===== src/rtl/cgl_pkg.sv =====
// Package with the types, codes and preset table of the color gradient lookup.
`default_nettype none
package cgl_pkg;

	localparam int MaxStops = 16;
	localparam int IdxW = $clog2(MaxStops);
	localparam int CntW = $clog2(MaxStops + 1);

	typedef enum logic [2:0] {
		CMD_LOOKUP = 3'd0,
		CMD_INSERT = 3'd1,
		CMD_CLEAR  = 3'd2,
		CMD_JET    = 3'd3,
		CMD_HOT    = 3'd4,
		CMD_GRAY   = 3'd5
	} cmd_code_t;

	localparam logic [1:0] ST_OK    = 2'd0;
	localparam logic [1:0] ST_EMPTY = 2'd1;
	localparam logic [1:0] ST_FULL  = 2'd2;

	typedef struct packed {
		logic [2:0]         command;
		logic signed [15:0] value;
		logic [11:0]        stop_red;
		logic [11:0]        stop_green;
		logic [11:0]        stop_blue;
	} cmd_beat_t;

	typedef struct packed {
		logic [11:0] out_red;
		logic [11:0] out_green;
		logic [11:0] out_blue;
		logic [1:0]  status;
	} res_beat_t;

	typedef struct packed {
		logic signed [15:0] pos;
		logic [11:0]        r;
		logic [11:0]        g;
		logic [11:0]        b;
	} stop_t;

	// Controller commands to the datapath.
	typedef struct packed {
		logic            load;      // capture the command beat
		logic            rd;        // read entry rd_idx into the read register
		logic [IdxW-1:0] rd_idx;
		logic            cap_cur;   // move read data into the current stop
		logic            cap_prev;  // move current stop into the previous stop
		logic            wr;        // write a stop
		logic [IdxW-1:0] wr_idx;
		logic            wr_new;    // write the input stop, else the read data
		logic            wr_pre;    // write a preset stop
		logic [3:0]      pre_idx;
		logic            div_start;
		logic            blend;     // register the blended colors
		logic            take;      // register the colors of the stop just read
	} dp_cmd_t;

	// Datapath status to the controller.
	typedef struct packed {
		logic      less;      // value < position of the stop just read
		logic      div_done;
	} dp_stat_t;

	// Preset stops, jet then hot then grayscale, back to back.
	function automatic stop_t preset_stop(input logic [3:0] k);
		stop_t s;
		unique case (k)
			4'd0:  s = '{16'sd0,     12'd0,    12'd0,    12'd4095};
			4'd1:  s = '{16'sd4096,  12'd0,    12'd4095, 12'd4095};
			4'd2:  s = '{16'sd8192,  12'd0,    12'd4095, 12'd0};
			4'd3:  s = '{16'sd12288, 12'd4095, 12'd4095, 12'd0};
			4'd4:  s = '{16'sd16384, 12'd4095, 12'd0,    12'd0};
			4'd5:  s = '{16'sd0,     12'd0,    12'd0,    12'd0};
			4'd6:  s = '{16'sd2048,  12'd4095, 12'd0,    12'd0};
			4'd7:  s = '{16'sd9011,  12'd4095, 12'd4095, 12'd0};
			4'd8:  s = '{16'sd16384, 12'd4095, 12'd4095, 12'd4095};
			4'd9:  s = '{16'sd0,     12'd0,    12'd0,    12'd0};
			4'd10: s = '{16'sd16384, 12'd4095, 12'd4095, 12'd4095};
			default: s = '0;
		endcase
		return s;
	endfunction

endpackage
`default_nettype wire


===== src/rtl/cgl_div.sv =====
// Restoring divider producing the Q1.15 blend fraction.
`default_nettype none
module cgl_div (
	input  wire logic        clk,
	input  wire logic        arst_n,
	input  wire logic        start,
	input  wire logic [16:0] num,
	input  wire logic [16:0] den,
	output logic             done,
	output logic [15:0]      frac
);
	// num never exceeds den when used, so the quotient is at most 32768 (1.0).
	logic [17:0] rem_q;
	logic [15:0] quo_q;
	logic [16:0] den_q;
	logic [3:0]  cnt_q;
	logic        run_q;
	logic        done_q;
	logic [17:0] trial;

	assign trial = {rem_q[16:0], 1'b0} - {1'b0, den_q};

	// One quotient bit per cycle, for bits 14..0 after the integer bit.
	always_ff @(posedge clk or negedge arst_n) begin
		if (!arst_n) begin
			run_q  <= 1'b0;
			cnt_q  <= '0;
			done_q <= 1'b0;
		end else begin
			done_q <= 1'b0;
			if (start) begin
				run_q <= 1'b1;
				cnt_q <= 4'd14;
			end else if (run_q) begin
				if (cnt_q == 4'd0) begin
					run_q  <= 1'b0;
					done_q <= 1'b1;
				end
				cnt_q <= cnt_q - 4'd1;
			end
		end
	end

	always_ff @(posedge clk) begin
		if (start) begin
			den_q <= den;
			if (num >= den) begin
				quo_q <= 16'd1;
				rem_q <= {1'b0, num - den};
			end else begin
				quo_q <= 16'd0;
				rem_q <= {1'b0, num};
			end
		end else if (run_q) begin
			if (!trial[17]) begin
				rem_q <= trial;
				quo_q <= {quo_q[14:0], 1'b1};
			end else begin
				rem_q <= {rem_q[16:0], 1'b0};
				quo_q <= {quo_q[14:0], 1'b0};
			end
		end
	end

	assign done = done_q;
	// Integer bit lands in bit 15, so 1.0 reads as 32768.
	assign frac = quo_q;
endmodule
`default_nettype wire


===== src/rtl/cgl_datapath.sv =====
// Datapath: stop memory, current and previous stop, divider and blend.
`default_nettype none
module cgl_datapath (
	input  wire logic              clk,
	input  wire cgl_pkg::cmd_beat_t in_beat,
	input  wire cgl_pkg::dp_cmd_t  cmd,
	output cgl_pkg::dp_stat_t      stat,
	output cgl_pkg::cmd_beat_t     beat_q,
	output logic [11:0]            r_q,
	output logic [11:0]            g_q,
	output logic [11:0]            b_q,
	input  wire logic              arst_n
);
	cgl_pkg::stop_t mem [cgl_pkg::MaxStops];
	cgl_pkg::stop_t rd_q, cur_q, prev_q, wdat;
	logic [16:0] num, den;
	logic [15:0] frac;
	logic        div_done;

	// Captured command beat.
	always_ff @(posedge clk) begin
		if (cmd.load) beat_q <= in_beat;
	end

	// Stop memory, one write and one registered read port.
	always_comb begin
		if (cmd.wr_pre) wdat = cgl_pkg::preset_stop(cmd.pre_idx);
		else if (cmd.wr_new)
			wdat = '{beat_q.value, beat_q.stop_red, beat_q.stop_green, beat_q.stop_blue};
		else wdat = rd_q;
	end

	always_ff @(posedge clk) begin
		if (cmd.wr) mem[cmd.wr_idx] <= wdat;
		if (cmd.rd) rd_q <= mem[cmd.rd_idx];
	end

	// Current and previous stop of the scan.
	always_ff @(posedge clk) begin
		if (cmd.cap_prev) prev_q <= cur_q;
		if (cmd.cap_cur)  cur_q <= rd_q;
	end

	assign stat.less = beat_q.value < rd_q.pos;

	assign num = 17'(signed'({cur_q.pos[15], cur_q.pos})
		- signed'({beat_q.value[15], beat_q.value}));
	assign den = 17'(signed'({cur_q.pos[15], cur_q.pos})
		- signed'({prev_q.pos[15], prev_q.pos}));

	cgl_div u_div (
		.clk(clk), .arst_n(arst_n), .start(cmd.div_start),
		.num(num), .den(den), .done(div_done), .frac(frac)
	);
	assign stat.div_done = div_done;

	function automatic logic [11:0] mix(input logic [11:0] p, input logic [11:0] c,
		input logic [15:0] f);
		logic [11:0] d;
		logic [27:0] m;
		logic [11:0] t;
		d = (p >= c) ? p - c : c - p;
		m = d * f;
		t = m[26:15];
		return (p >= c) ? c + t : c - t;
	endfunction

	// Blend registers, one 12x16 product per channel; a single stop is taken as read.
	always_ff @(posedge clk) begin
		if (cmd.blend) begin
			r_q <= mix(prev_q.r, cur_q.r, frac);
			g_q <= mix(prev_q.g, cur_q.g, frac);
			b_q <= mix(prev_q.b, cur_q.b, frac);
		end else if (cmd.take) begin
			r_q <= rd_q.r;
			g_q <= rd_q.g;
			b_q <= rd_q.b;
		end
	end
endmodule
`default_nettype wire


===== src/rtl/cgl_ctrl.sv =====
// Controller state machine sequencing the commands over the datapath.
`default_nettype none
module cgl_ctrl (
	input  wire logic                 clk,
	input  wire logic                 arst_n,
	input  wire logic                 start,
	input  wire cgl_pkg::dp_stat_t    stat,
	input  wire logic [2:0]           bcmd,
	output cgl_pkg::dp_cmd_t          cmd,
	output logic                      busy,
	output logic                      done,
	output logic [1:0]                status,
	output logic                      use_blend,
	output logic                      use_cur
);
	typedef enum logic [7:0] {
		S_IDLE  = 8'b0000_0001,
		S_DEC   = 8'b0000_0010,
		S_SCAN  = 8'b0000_0100,
		S_CHK   = 8'b0000_1000,
		S_DIV   = 8'b0001_0000,
		S_SHIFT = 8'b0010_0000,
		S_PRE   = 8'b0100_0000,
		S_DONE  = 8'b1000_0000
	} state_t;

	state_t state_q;
	logic [cgl_pkg::CntW-1:0] count_q, idx_q, at_q;
	logic [3:0] pre_q, pre_end_q;
	logic [1:0] st_q;
	logic       blend_q, cur_q;
	logic       wr_pend_q, div_go_q;
	logic [cgl_pkg::CntW-1:0] pre_n;
	logic       last_idx;

	always_comb begin
		case (bcmd)
			cgl_pkg::CMD_JET: pre_n = cgl_pkg::CntW'(5);
			cgl_pkg::CMD_HOT: pre_n = cgl_pkg::CntW'(4);
			default:          pre_n = cgl_pkg::CntW'(2);
		endcase
	end

	assign last_idx = (idx_q == count_q - cgl_pkg::CntW'(1));
	assign busy = (state_q != S_IDLE);
	assign done = (state_q == S_DONE);
	assign status = st_q;
	assign use_blend = blend_q;
	assign use_cur = cur_q;

	// Command outputs.
	always_comb begin
		cmd = '0;
		cmd.load = start && state_q == S_IDLE;
		cmd.rd_idx = idx_q[cgl_pkg::IdxW-1:0];
		cmd.wr_idx = idx_q[cgl_pkg::IdxW-1:0];
		cmd.pre_idx = pre_q;
		cmd.div_start = div_go_q;
		unique case (state_q)
			S_SCAN: cmd.rd = 1'b1;
			S_CHK: begin
				cmd.cap_cur = 1'b1;
				cmd.cap_prev = 1'b1;
				// A lookup ending on one stop takes that stop's colors as read.
				if (bcmd == cgl_pkg::CMD_LOOKUP && (stat.less ? idx_q == '0 : last_idx))
					cmd.take = 1'b1;
			end
			S_DIV: cmd.blend = stat.div_done;
			S_SHIFT: begin
				// Shift down from the top, then place the new stop.
				if (idx_q == at_q) begin
					cmd.wr = 1'b1;
					cmd.wr_new = 1'b1;
				end else if (wr_pend_q) begin
					cmd.wr = 1'b1;
				end else begin
					cmd.rd = 1'b1;
					cmd.rd_idx = cgl_pkg::IdxW'(idx_q - cgl_pkg::CntW'(1));
				end
			end
			S_PRE: begin
				cmd.wr = 1'b1;
				cmd.wr_pre = 1'b1;
			end
			default: ;
		endcase
	end

	always_ff @(posedge clk or negedge arst_n) begin
		if (!arst_n) begin
			state_q <= S_IDLE;
			count_q <= '0;
			idx_q <= '0;
			at_q <= '0;
			pre_q <= '0;
			pre_end_q <= '0;
			st_q <= cgl_pkg::ST_OK;
			blend_q <= 1'b0;
			cur_q <= 1'b0;
			wr_pend_q <= 1'b0;
			div_go_q <= 1'b0;
		end else begin
			unique case (state_q)
				S_IDLE: if (start) state_q <= S_DEC;
				S_DEC: begin
					blend_q <= 1'b0;
					cur_q <= 1'b0;
					wr_pend_q <= 1'b0;
					case (bcmd) inside
						cgl_pkg::CMD_LOOKUP: begin
							idx_q <= '0;
							if (count_q == '0) begin
								st_q <= cgl_pkg::ST_EMPTY;
								state_q <= S_DONE;
							end else begin
								st_q <= cgl_pkg::ST_OK;
								state_q <= S_SCAN;
							end
						end
						cgl_pkg::CMD_INSERT: begin
							idx_q <= '0;
							if (count_q == cgl_pkg::CntW'(cgl_pkg::MaxStops)) begin
								st_q <= cgl_pkg::ST_FULL;
								state_q <= S_DONE;
							end else begin
								st_q <= cgl_pkg::ST_OK;
								at_q <= count_q;
								state_q <= (count_q == '0) ? S_SHIFT : S_SCAN;
							end
						end
						cgl_pkg::CMD_CLEAR: begin
							st_q <= cgl_pkg::ST_OK;
							count_q <= '0;
							state_q <= S_DONE;
						end
						cgl_pkg::CMD_JET, cgl_pkg::CMD_HOT, cgl_pkg::CMD_GRAY: begin
							if ((cgl_pkg::CntW+1)'(count_q) + (cgl_pkg::CntW+1)'(pre_n) >
								(cgl_pkg::CntW+1)'(cgl_pkg::MaxStops)) begin
								st_q <= cgl_pkg::ST_FULL;
								state_q <= S_DONE;
							end else begin
								st_q <= cgl_pkg::ST_OK;
								idx_q <= count_q;
								pre_q <= (bcmd == cgl_pkg::CMD_JET) ? 4'd0 :
									(bcmd == cgl_pkg::CMD_HOT) ? 4'd5 : 4'd9;
								pre_end_q <= (bcmd == cgl_pkg::CMD_JET) ? 4'd4 :
									(bcmd == cgl_pkg::CMD_HOT) ? 4'd8 : 4'd10;
								state_q <= S_PRE;
							end
						end
						default: begin
							st_q <= cgl_pkg::ST_OK;
							state_q <= S_DONE;
						end
					endcase
				end
				S_SCAN: state_q <= S_CHK;
				S_CHK: begin
					if (bcmd == cgl_pkg::CMD_LOOKUP) begin
						if (stat.less) begin
							if (idx_q == '0) begin
								cur_q <= 1'b1;
								state_q <= S_DONE;
							end else begin
								blend_q <= 1'b1;
								div_go_q <= 1'b1;
								state_q <= S_DIV;
							end
						end else if (last_idx) begin
							cur_q <= 1'b1;
							state_q <= S_DONE;
						end else begin
							idx_q <= idx_q + cgl_pkg::CntW'(1);
							state_q <= S_SCAN;
						end
					end else begin
						// Insert: first greater stop, or the end.
						if (stat.less) begin
							at_q <= idx_q;
							idx_q <= count_q;
							state_q <= S_SHIFT;
						end else if (last_idx) begin
							at_q <= count_q;
							idx_q <= count_q;
							state_q <= S_SHIFT;
						end else begin
							idx_q <= idx_q + cgl_pkg::CntW'(1);
							state_q <= S_SCAN;
						end
					end
				end
				S_DIV: begin
					// The divider starts on entry to this state, once both stops are captured.
					div_go_q <= 1'b0;
					if (stat.div_done) state_q <= S_DONE;
				end
				S_SHIFT: begin
					// Read entry idx-1 into the read register, then write it to idx.
					if (idx_q == at_q) begin
						count_q <= count_q + cgl_pkg::CntW'(1);
						state_q <= S_DONE;
					end else if (wr_pend_q) begin
						wr_pend_q <= 1'b0;
						idx_q <= idx_q - cgl_pkg::CntW'(1);
					end else wr_pend_q <= 1'b1;
				end
				S_PRE: begin
					idx_q <= idx_q + cgl_pkg::CntW'(1);
					count_q <= count_q + cgl_pkg::CntW'(1);
					pre_q <= pre_q + 4'd1;
					if (pre_q == pre_end_q) state_q <= S_DONE;
				end
				S_DONE: state_q <= S_IDLE;
				default: state_q <= S_IDLE;
			endcase
		end
	end
endmodule
`default_nettype wire


===== src/rtl/color_gradient_lookup.sv =====
// Top level of the color gradient lookup: controller, datapath and result beat.
// From the accepting edge to the result strobe: clear, unused codes, empty or full go straight to the strobe;
// presets write their stops in turn; insert scans for its place unless the table is empty, then shifts up;
// lookup scans the stops and, when two stops are blended, also waits for the divider.
// Busy stays high through the strobe cycle, so the next beat is taken in the cycle after;
// the strobe cannot be stalled. Reset clears the stop count, not the stop memory.
`default_nettype none
module color_gradient_lookup (
	input  wire logic               clk,
	input  wire logic               arst_n,
	input  wire logic               start,
	output logic                    busy,
	input  wire cgl_pkg::cmd_beat_t cmd_in,
	output logic                    done,
	output cgl_pkg::res_beat_t      result
);
	cgl_pkg::dp_cmd_t   dcmd;
	cgl_pkg::dp_stat_t  dstat;
	cgl_pkg::cmd_beat_t beat_q;
	logic [11:0] r_q, g_q, b_q;
	logic [1:0]  st;
	logic        use_blend, use_cur;
	logic        fin;

	cgl_ctrl u_ctrl (
		.clk(clk), .arst_n(arst_n), .start(start),
		.stat(dstat), .bcmd(beat_q.command), .cmd(dcmd), .busy(busy), .done(fin),
		.status(st), .use_blend(use_blend), .use_cur(use_cur)
	);

	cgl_datapath u_dp (
		.clk(clk), .in_beat(cmd_in), .cmd(dcmd), .stat(dstat), .beat_q(beat_q),
		.r_q(r_q), .g_q(g_q), .b_q(b_q), .arst_n(arst_n)
	);

	// Result beat: colors only for a lookup that found stops.
	assign done = fin;
	always_comb begin
		result = '0;
		result.status = st;
		if (use_blend || use_cur) begin
			result.out_red = r_q;
			result.out_green = g_q;
			result.out_blue = b_q;
		end
	end

	assert property (@(posedge clk) disable iff (!arst_n) done |-> busy)
		else $error("result strobe outside a command");
	assert property (@(posedge clk) disable iff (!arst_n) (start && !busy) |=> busy)
		else $error("command not taken");
endmodule
`default_nettype wire

===== config.mk =====
export PLATFORM = sky130hd
export DESIGN_NAME = color_gradient_lookup
export DESIGN_NICKNAME = d
export VERILOG_FILES = /design/src/rtl/cgl_pkg.sv /design/src/rtl/cgl_div.sv /design/src/rtl/cgl_datapath.sv /design/src/rtl/cgl_ctrl.sv /design/src/rtl/color_gradient_lookup.sv
export SDC_FILE = /design/constraint.sdc
export NUM_CORES = 2
export LEC_CHECK = 0
export BUFFER_PORTS_ARGS = -buffer_cell sky130_fd_sc_hd__buf_4
export CAP_MARGIN = 20
export CORE_ASPECT_RATIO = 1.25
export CORE_UTILIZATION = 45
export DETAILED_ROUTE_END_ITERATION = 16
export GPL_TIMING_DRIVEN = 0
export MAX_ROUTING_LAYER = met4
export PLACE_DENSITY_LB_ADDON = 0.08
export SYNTH_ARGS = -nofsm -noshare
export SYNTH_HDL_FRONTEND = slang
export SYNTH_HIERARCHICAL = 1
export SYNTH_SLANG_ARGS = --single-unit

===== constraint.sdc =====
create_clock -name clk -period 12.6 [get_ports clk]
set_input_delay 1.89 -clock clk [delete_from_list [all_inputs] [get_ports clk]]
set_output_delay 1.89 -clock clk [all_outputs]
set_load 0.1 [all_outputs]

==> results.md <==
- Ranked by total cell area, the synthesized netlist is headed by edfxtp_1 (47%), fa_1 (12%), mux4_2 (8.1%).
- The initial core utilization is 45.53%.
- The final layout contains routed wiring with a total length of 202.3 mm.
- After detailed placement, the total cell area comes to 77,300 µm².
- The first-iteration detailed-routing DRC count is 3,535.
- The critical path's most frequent cell is fa_1.
- In the final routed layout, each cell accounts on average for roughly 25 µm.
- In the layout the commonest cells are edfxtp_1 (1,129), inv_1 (745), nand2_1 (495).
- The smallest clock period supported by the final layout is computed as 11.90 ns.
- The site row count is approximately 160.
- The number of enable-type register cells in the synthesized netlist is 1,129.
- The beginning of the worst hold path is u_dp/cur_q[36].
- The highest net fanout along the worst path is 10.
- The area of all placed cells without fillers is between 80,000 and 90,000 µm².
- Among all flip-flop cells after synthesis, the most frequent one is edfxtp_1.
- Pin placement for this block handled 98 I/O pins.
- Counting flops with an async set or reset pin after synthesis yields a share of 3.587%.
- The kind of cell with the highest combined delay on the critical path is adder cells.
- The reported max-cap violation count is 0.
- The run finished with clean final reports.
- The clock passes through at most 3 buffers.
- The sequential cell area fraction in the yosys report is 48.45%.
- The first global-routing pass estimated 303.4 mm of wire.
- The H-tree was split into 3 levels.
- The synthesized cell area is 72,140 µm².
- Compared with the post-synthesis result, the final layout area differs by 13.14%.
- Dividing total power by cell area gives a power density of 146.0 nW/µm².
- In this run, synthesis produced a sequential element count of about 1,200.
- Counting the buffers created by CTS gives 111.
- The clock-pin transition on the worst setup and hold timing paths is 0.06 ns.
- Summed over all instances, the cell type with the most area after synthesis is edfxtp_1.
- The static leakage is 31.85 nW.
- The core region is 158,500 µm².
- The number of antenna violations at the first check in global routing came to 6.
- The worst path meets setup with 0.6962 ns of slack.
- The total nets after synthesis is 6,387.
- The number of warnings issued by yosys is 6.
- The cell count of the worst reg-to-reg path is between 40 and 50.
- The total chip power is 0.01192 W.
- Together, buffers and inverters on the worst path number 6.
- The top achievable clock speed is ~84 MHz.
- The netlist uses 119 different library cells.
- At the worst endpoint, the required time is 13.07 ns.
- Summing over every cut layer, the via total after detailed routing is 44,850.
- The congestion estimate from routability-driven global placement came to 0.9034.
- Synthesis produced a netlist whose cell count is 5,525.
- In this run the mean area of a mapped cell was 13.06 µm².
- Of the total power, the share spent switching nets is about a third.
- The startpoint type of the worst setup path is a register.
- In this design, the stage delay of the slowest critical-path cell is 0.79 ns.
- The worst setup path is captured at a register.
- The count of nets left with antenna violations once routing finished came out at 0.
- For this run, design rule violations remaining after detail routing come to 0.
- The via count of the first global-routing pass is 46,500.
- The ratio of cells with drive above 1 in the final layout is between 15 and 20%.
- Along the worst hold path, the cell count comes to 0.
- The setup-violating endpoint count in the final report is 0.
- The full die area is 161,900 µm².
- Data arrives at the worst endpoint at around 12 ns.
- The register-to-register setup slack is 0.70 ns.
- The worst-case IR drop observed on VDD is 0.1443 mV.
- The part of the total power dissipated in sequential elements is a little under two fifths.
- For this design, the slowest cell found on the critical path is xnor2_1.
- For this design, the CTS-stage hold fixing added 0 buffers.
- The clock share of power is 27.9%.
- The global routing usage summed across all routing layers is 26.13%.
- The final layout contains a little under 7,000 nets.
- CTS saw 1,171 sinks.
- The buffer type at the clock tree root is clkbuf_16.
- The worst flop-to-flop path startpoint is u_dp/cur_q[1].
- The final max-slew violation count is 0.
- The die width is between 300 and 400 µm.
- After global routing the overflow that remains totals 0.
- Once layout is complete, the utilization of the core stands at between 50% and 60%.
- The worst min-delay path endpoint is u_dp/prev_q[36].
- Once detailed placement completed, the half-perimeter wirelength came to 153.4 mm.
- After synthesis, the largest area contributor takes up 46.99% of total cell area.
- The worst hold slack after final layout is approximately 0.46 ns.
- For the worst-skew pair, the clock arrives at the later sink with an insertion delay of 0.73 ns.
- The clock arrives with approximately 0.076 ns of skew.
- The count of final hold-check violations came to 0.
- The transition time of the tightest slew-check pin is 1.166 ns.
- The internal power contribution is 0.008107 W.
- Measured along the y axis, the die boundary spans 449.7 µm.
- In this run the critical register-to-register path is captured at u_dp/b_q[11].
- The critical path is of the reg2reg type.
- TritonCTS built the clock tree.
- The remaining max-slew budget at the tightest pin is 22.29%.
- Summed over all nets, the switching power comes to 0.003813 W.
- The first-pass iteration count of the detailed router is 5.
- The maximum number of pins on one net before global-route repair is 53.
- The share of power burned in combinational logic is between 30% and 40%.
- In the routed layout, each cell is associated on average with a via count of 5.563.
- The path class of the lowest-slack min-delay path is reg2reg.
- The period utilization is 94.47%.
- The worst slack at placement is -0.3788 ns.
- The number of buffers inserted by port buffering is 97.
- The library cell used most frequently in the layout, excluding fill and tap cells, is edfxtp_1.
==> through the flow <==
stage          std cells  TNS (ns)
2_1_floorplan       5525         0
6_report            8062         0
5_1_grt             8060  -0.03901
3_3_place_gp        7684    -4.197
4_1_cts             8024         0
3_5_place_dp        7816   -0.7096
==> sequential cells by signal, summed over array words and instances, names as in the netlist, 5 cells and up <==
signal,cells
u_dp/u_div/den_q,17
u_dp/b_q,12
u_dp/g_q,12
u_dp/r_q,12
u_ctrl/at_q,5
u_ctrl/idx_q,5
u_ctrl/state_q,8
u_dp/u_div/frac,16
u_dp/rd_q,52
u_ctrl/count_q,5
u_dp/u_div/rem_q,17
u_dp/mem,832
u_dp/prev_q,52
u_dp/beat_q,55
u_dp/cur_q,52
==> power groups by stage <==
stage                     Combinational [W]  Sequential (W)  Clock, W
final                               0.00403         0.00456   0.00333
after global routing                0.00441         0.00456   0.00354
after CTS                           0.00398         0.00456   0.00340
after detailed placement            0.00396         0.00464         0
after global placement              0.00377         0.00466         0
after floorplan                     0.00280         0.00459         0
==> area by class of cell <==
cell class | count | area, µm²
Timing Repair Buffer | 266 | 2835
Sequential cell | 1171 | 34950
Multi-Input combinational cell | 3358 | 33690
Tap cell | 2062 | 2580
Clock inverter | 61 | 608.1
Buffer | 246 | 1159
Fill cell | 13590 | 76840
Clock buffer | 147 | 2984
Inverter | 748 | 2808
Antenna cell | 3 | 7.507
==> synthesized netlist by cell type, types with 15 or more instances <==
cell type  count
nand4_1       26
o21a_1        68
inv_1        746
and2_1       187
a21oi_1      168
ha_1         376
a21o_1        62
xor2_1        73
fa_1         428
edfxtp_1    1129
buf_1         30
a211oi_1      28
o21ai_1       19
xnor2_1      126
dfrtp_1       41
nor3_1        53
nand3_1       41
nand2b_1      63
a31oi_1       18
a21boi_0      15
mux4_2       260
mux2_2        43
mux2i_1       95
or3_1         19
nand2_1      496
o21bai_1      30
clkbuf_1     174
nor2_1       200
and3_1        23
nor2b_1       45
o21ai_0      148
buf_6         18
==> logic make-up after synthesis <==
group	after synthesis	synth area share (%)
adder cells (fa/ha/maj)	804	18.40
multiplexers	403	10.19
XOR/XNOR	203	2.532
AO/OA/AOI/OAI	714	6.615
buffers and inverters	996	5.467
AND/OR/NAND/NOR	1234	8.349
flip-flops	1171	48.45
==> how the worst max path moves through the flow <==
stage | from | end | slack (ns) | cells after the start
after global placement | u_dp/cur_q[13] | u_dp/g_q[11] | -0.42 | 43
final | u_dp/cur_q[1] | u_dp/b_q[11] | 0.70 | 45
after CTS | u_dp/cur_q[31] | u_dp/r_q[11] | 0.03 | 45
after detailed placement | u_dp/cur_q[13] | u_dp/g_q[11] | -0.38 | 43
after floorplan | u_dp/cur_q[1] | u_dp/b_q[11] | 2.26 | 47
after global routing | u_dp/prev_q[12] | u_dp/g_q[11] | -0.04 | 50
==> per-layer routing <==
metal	wire, µm	up-vias	global-route usage [%]	part of all wire [%]
met3	9070	256	2.733	4.5
met5	0	-	-	0
met1	84120	23160	33.18	42
met2	103200	1180	44.38	51
met4	5932	0	7.432	2.9
li1	-	20250	-	-
==> what timing repair did <==
item	4_1_cts	5_1_grt
hold endpoints to repair	0	0
setup endpoints to repair	3	8
pin swaps	0	13
resized for setup	13	79
setup buffers	0	22
Note: power is estimated with default switching activity, not from simulation.
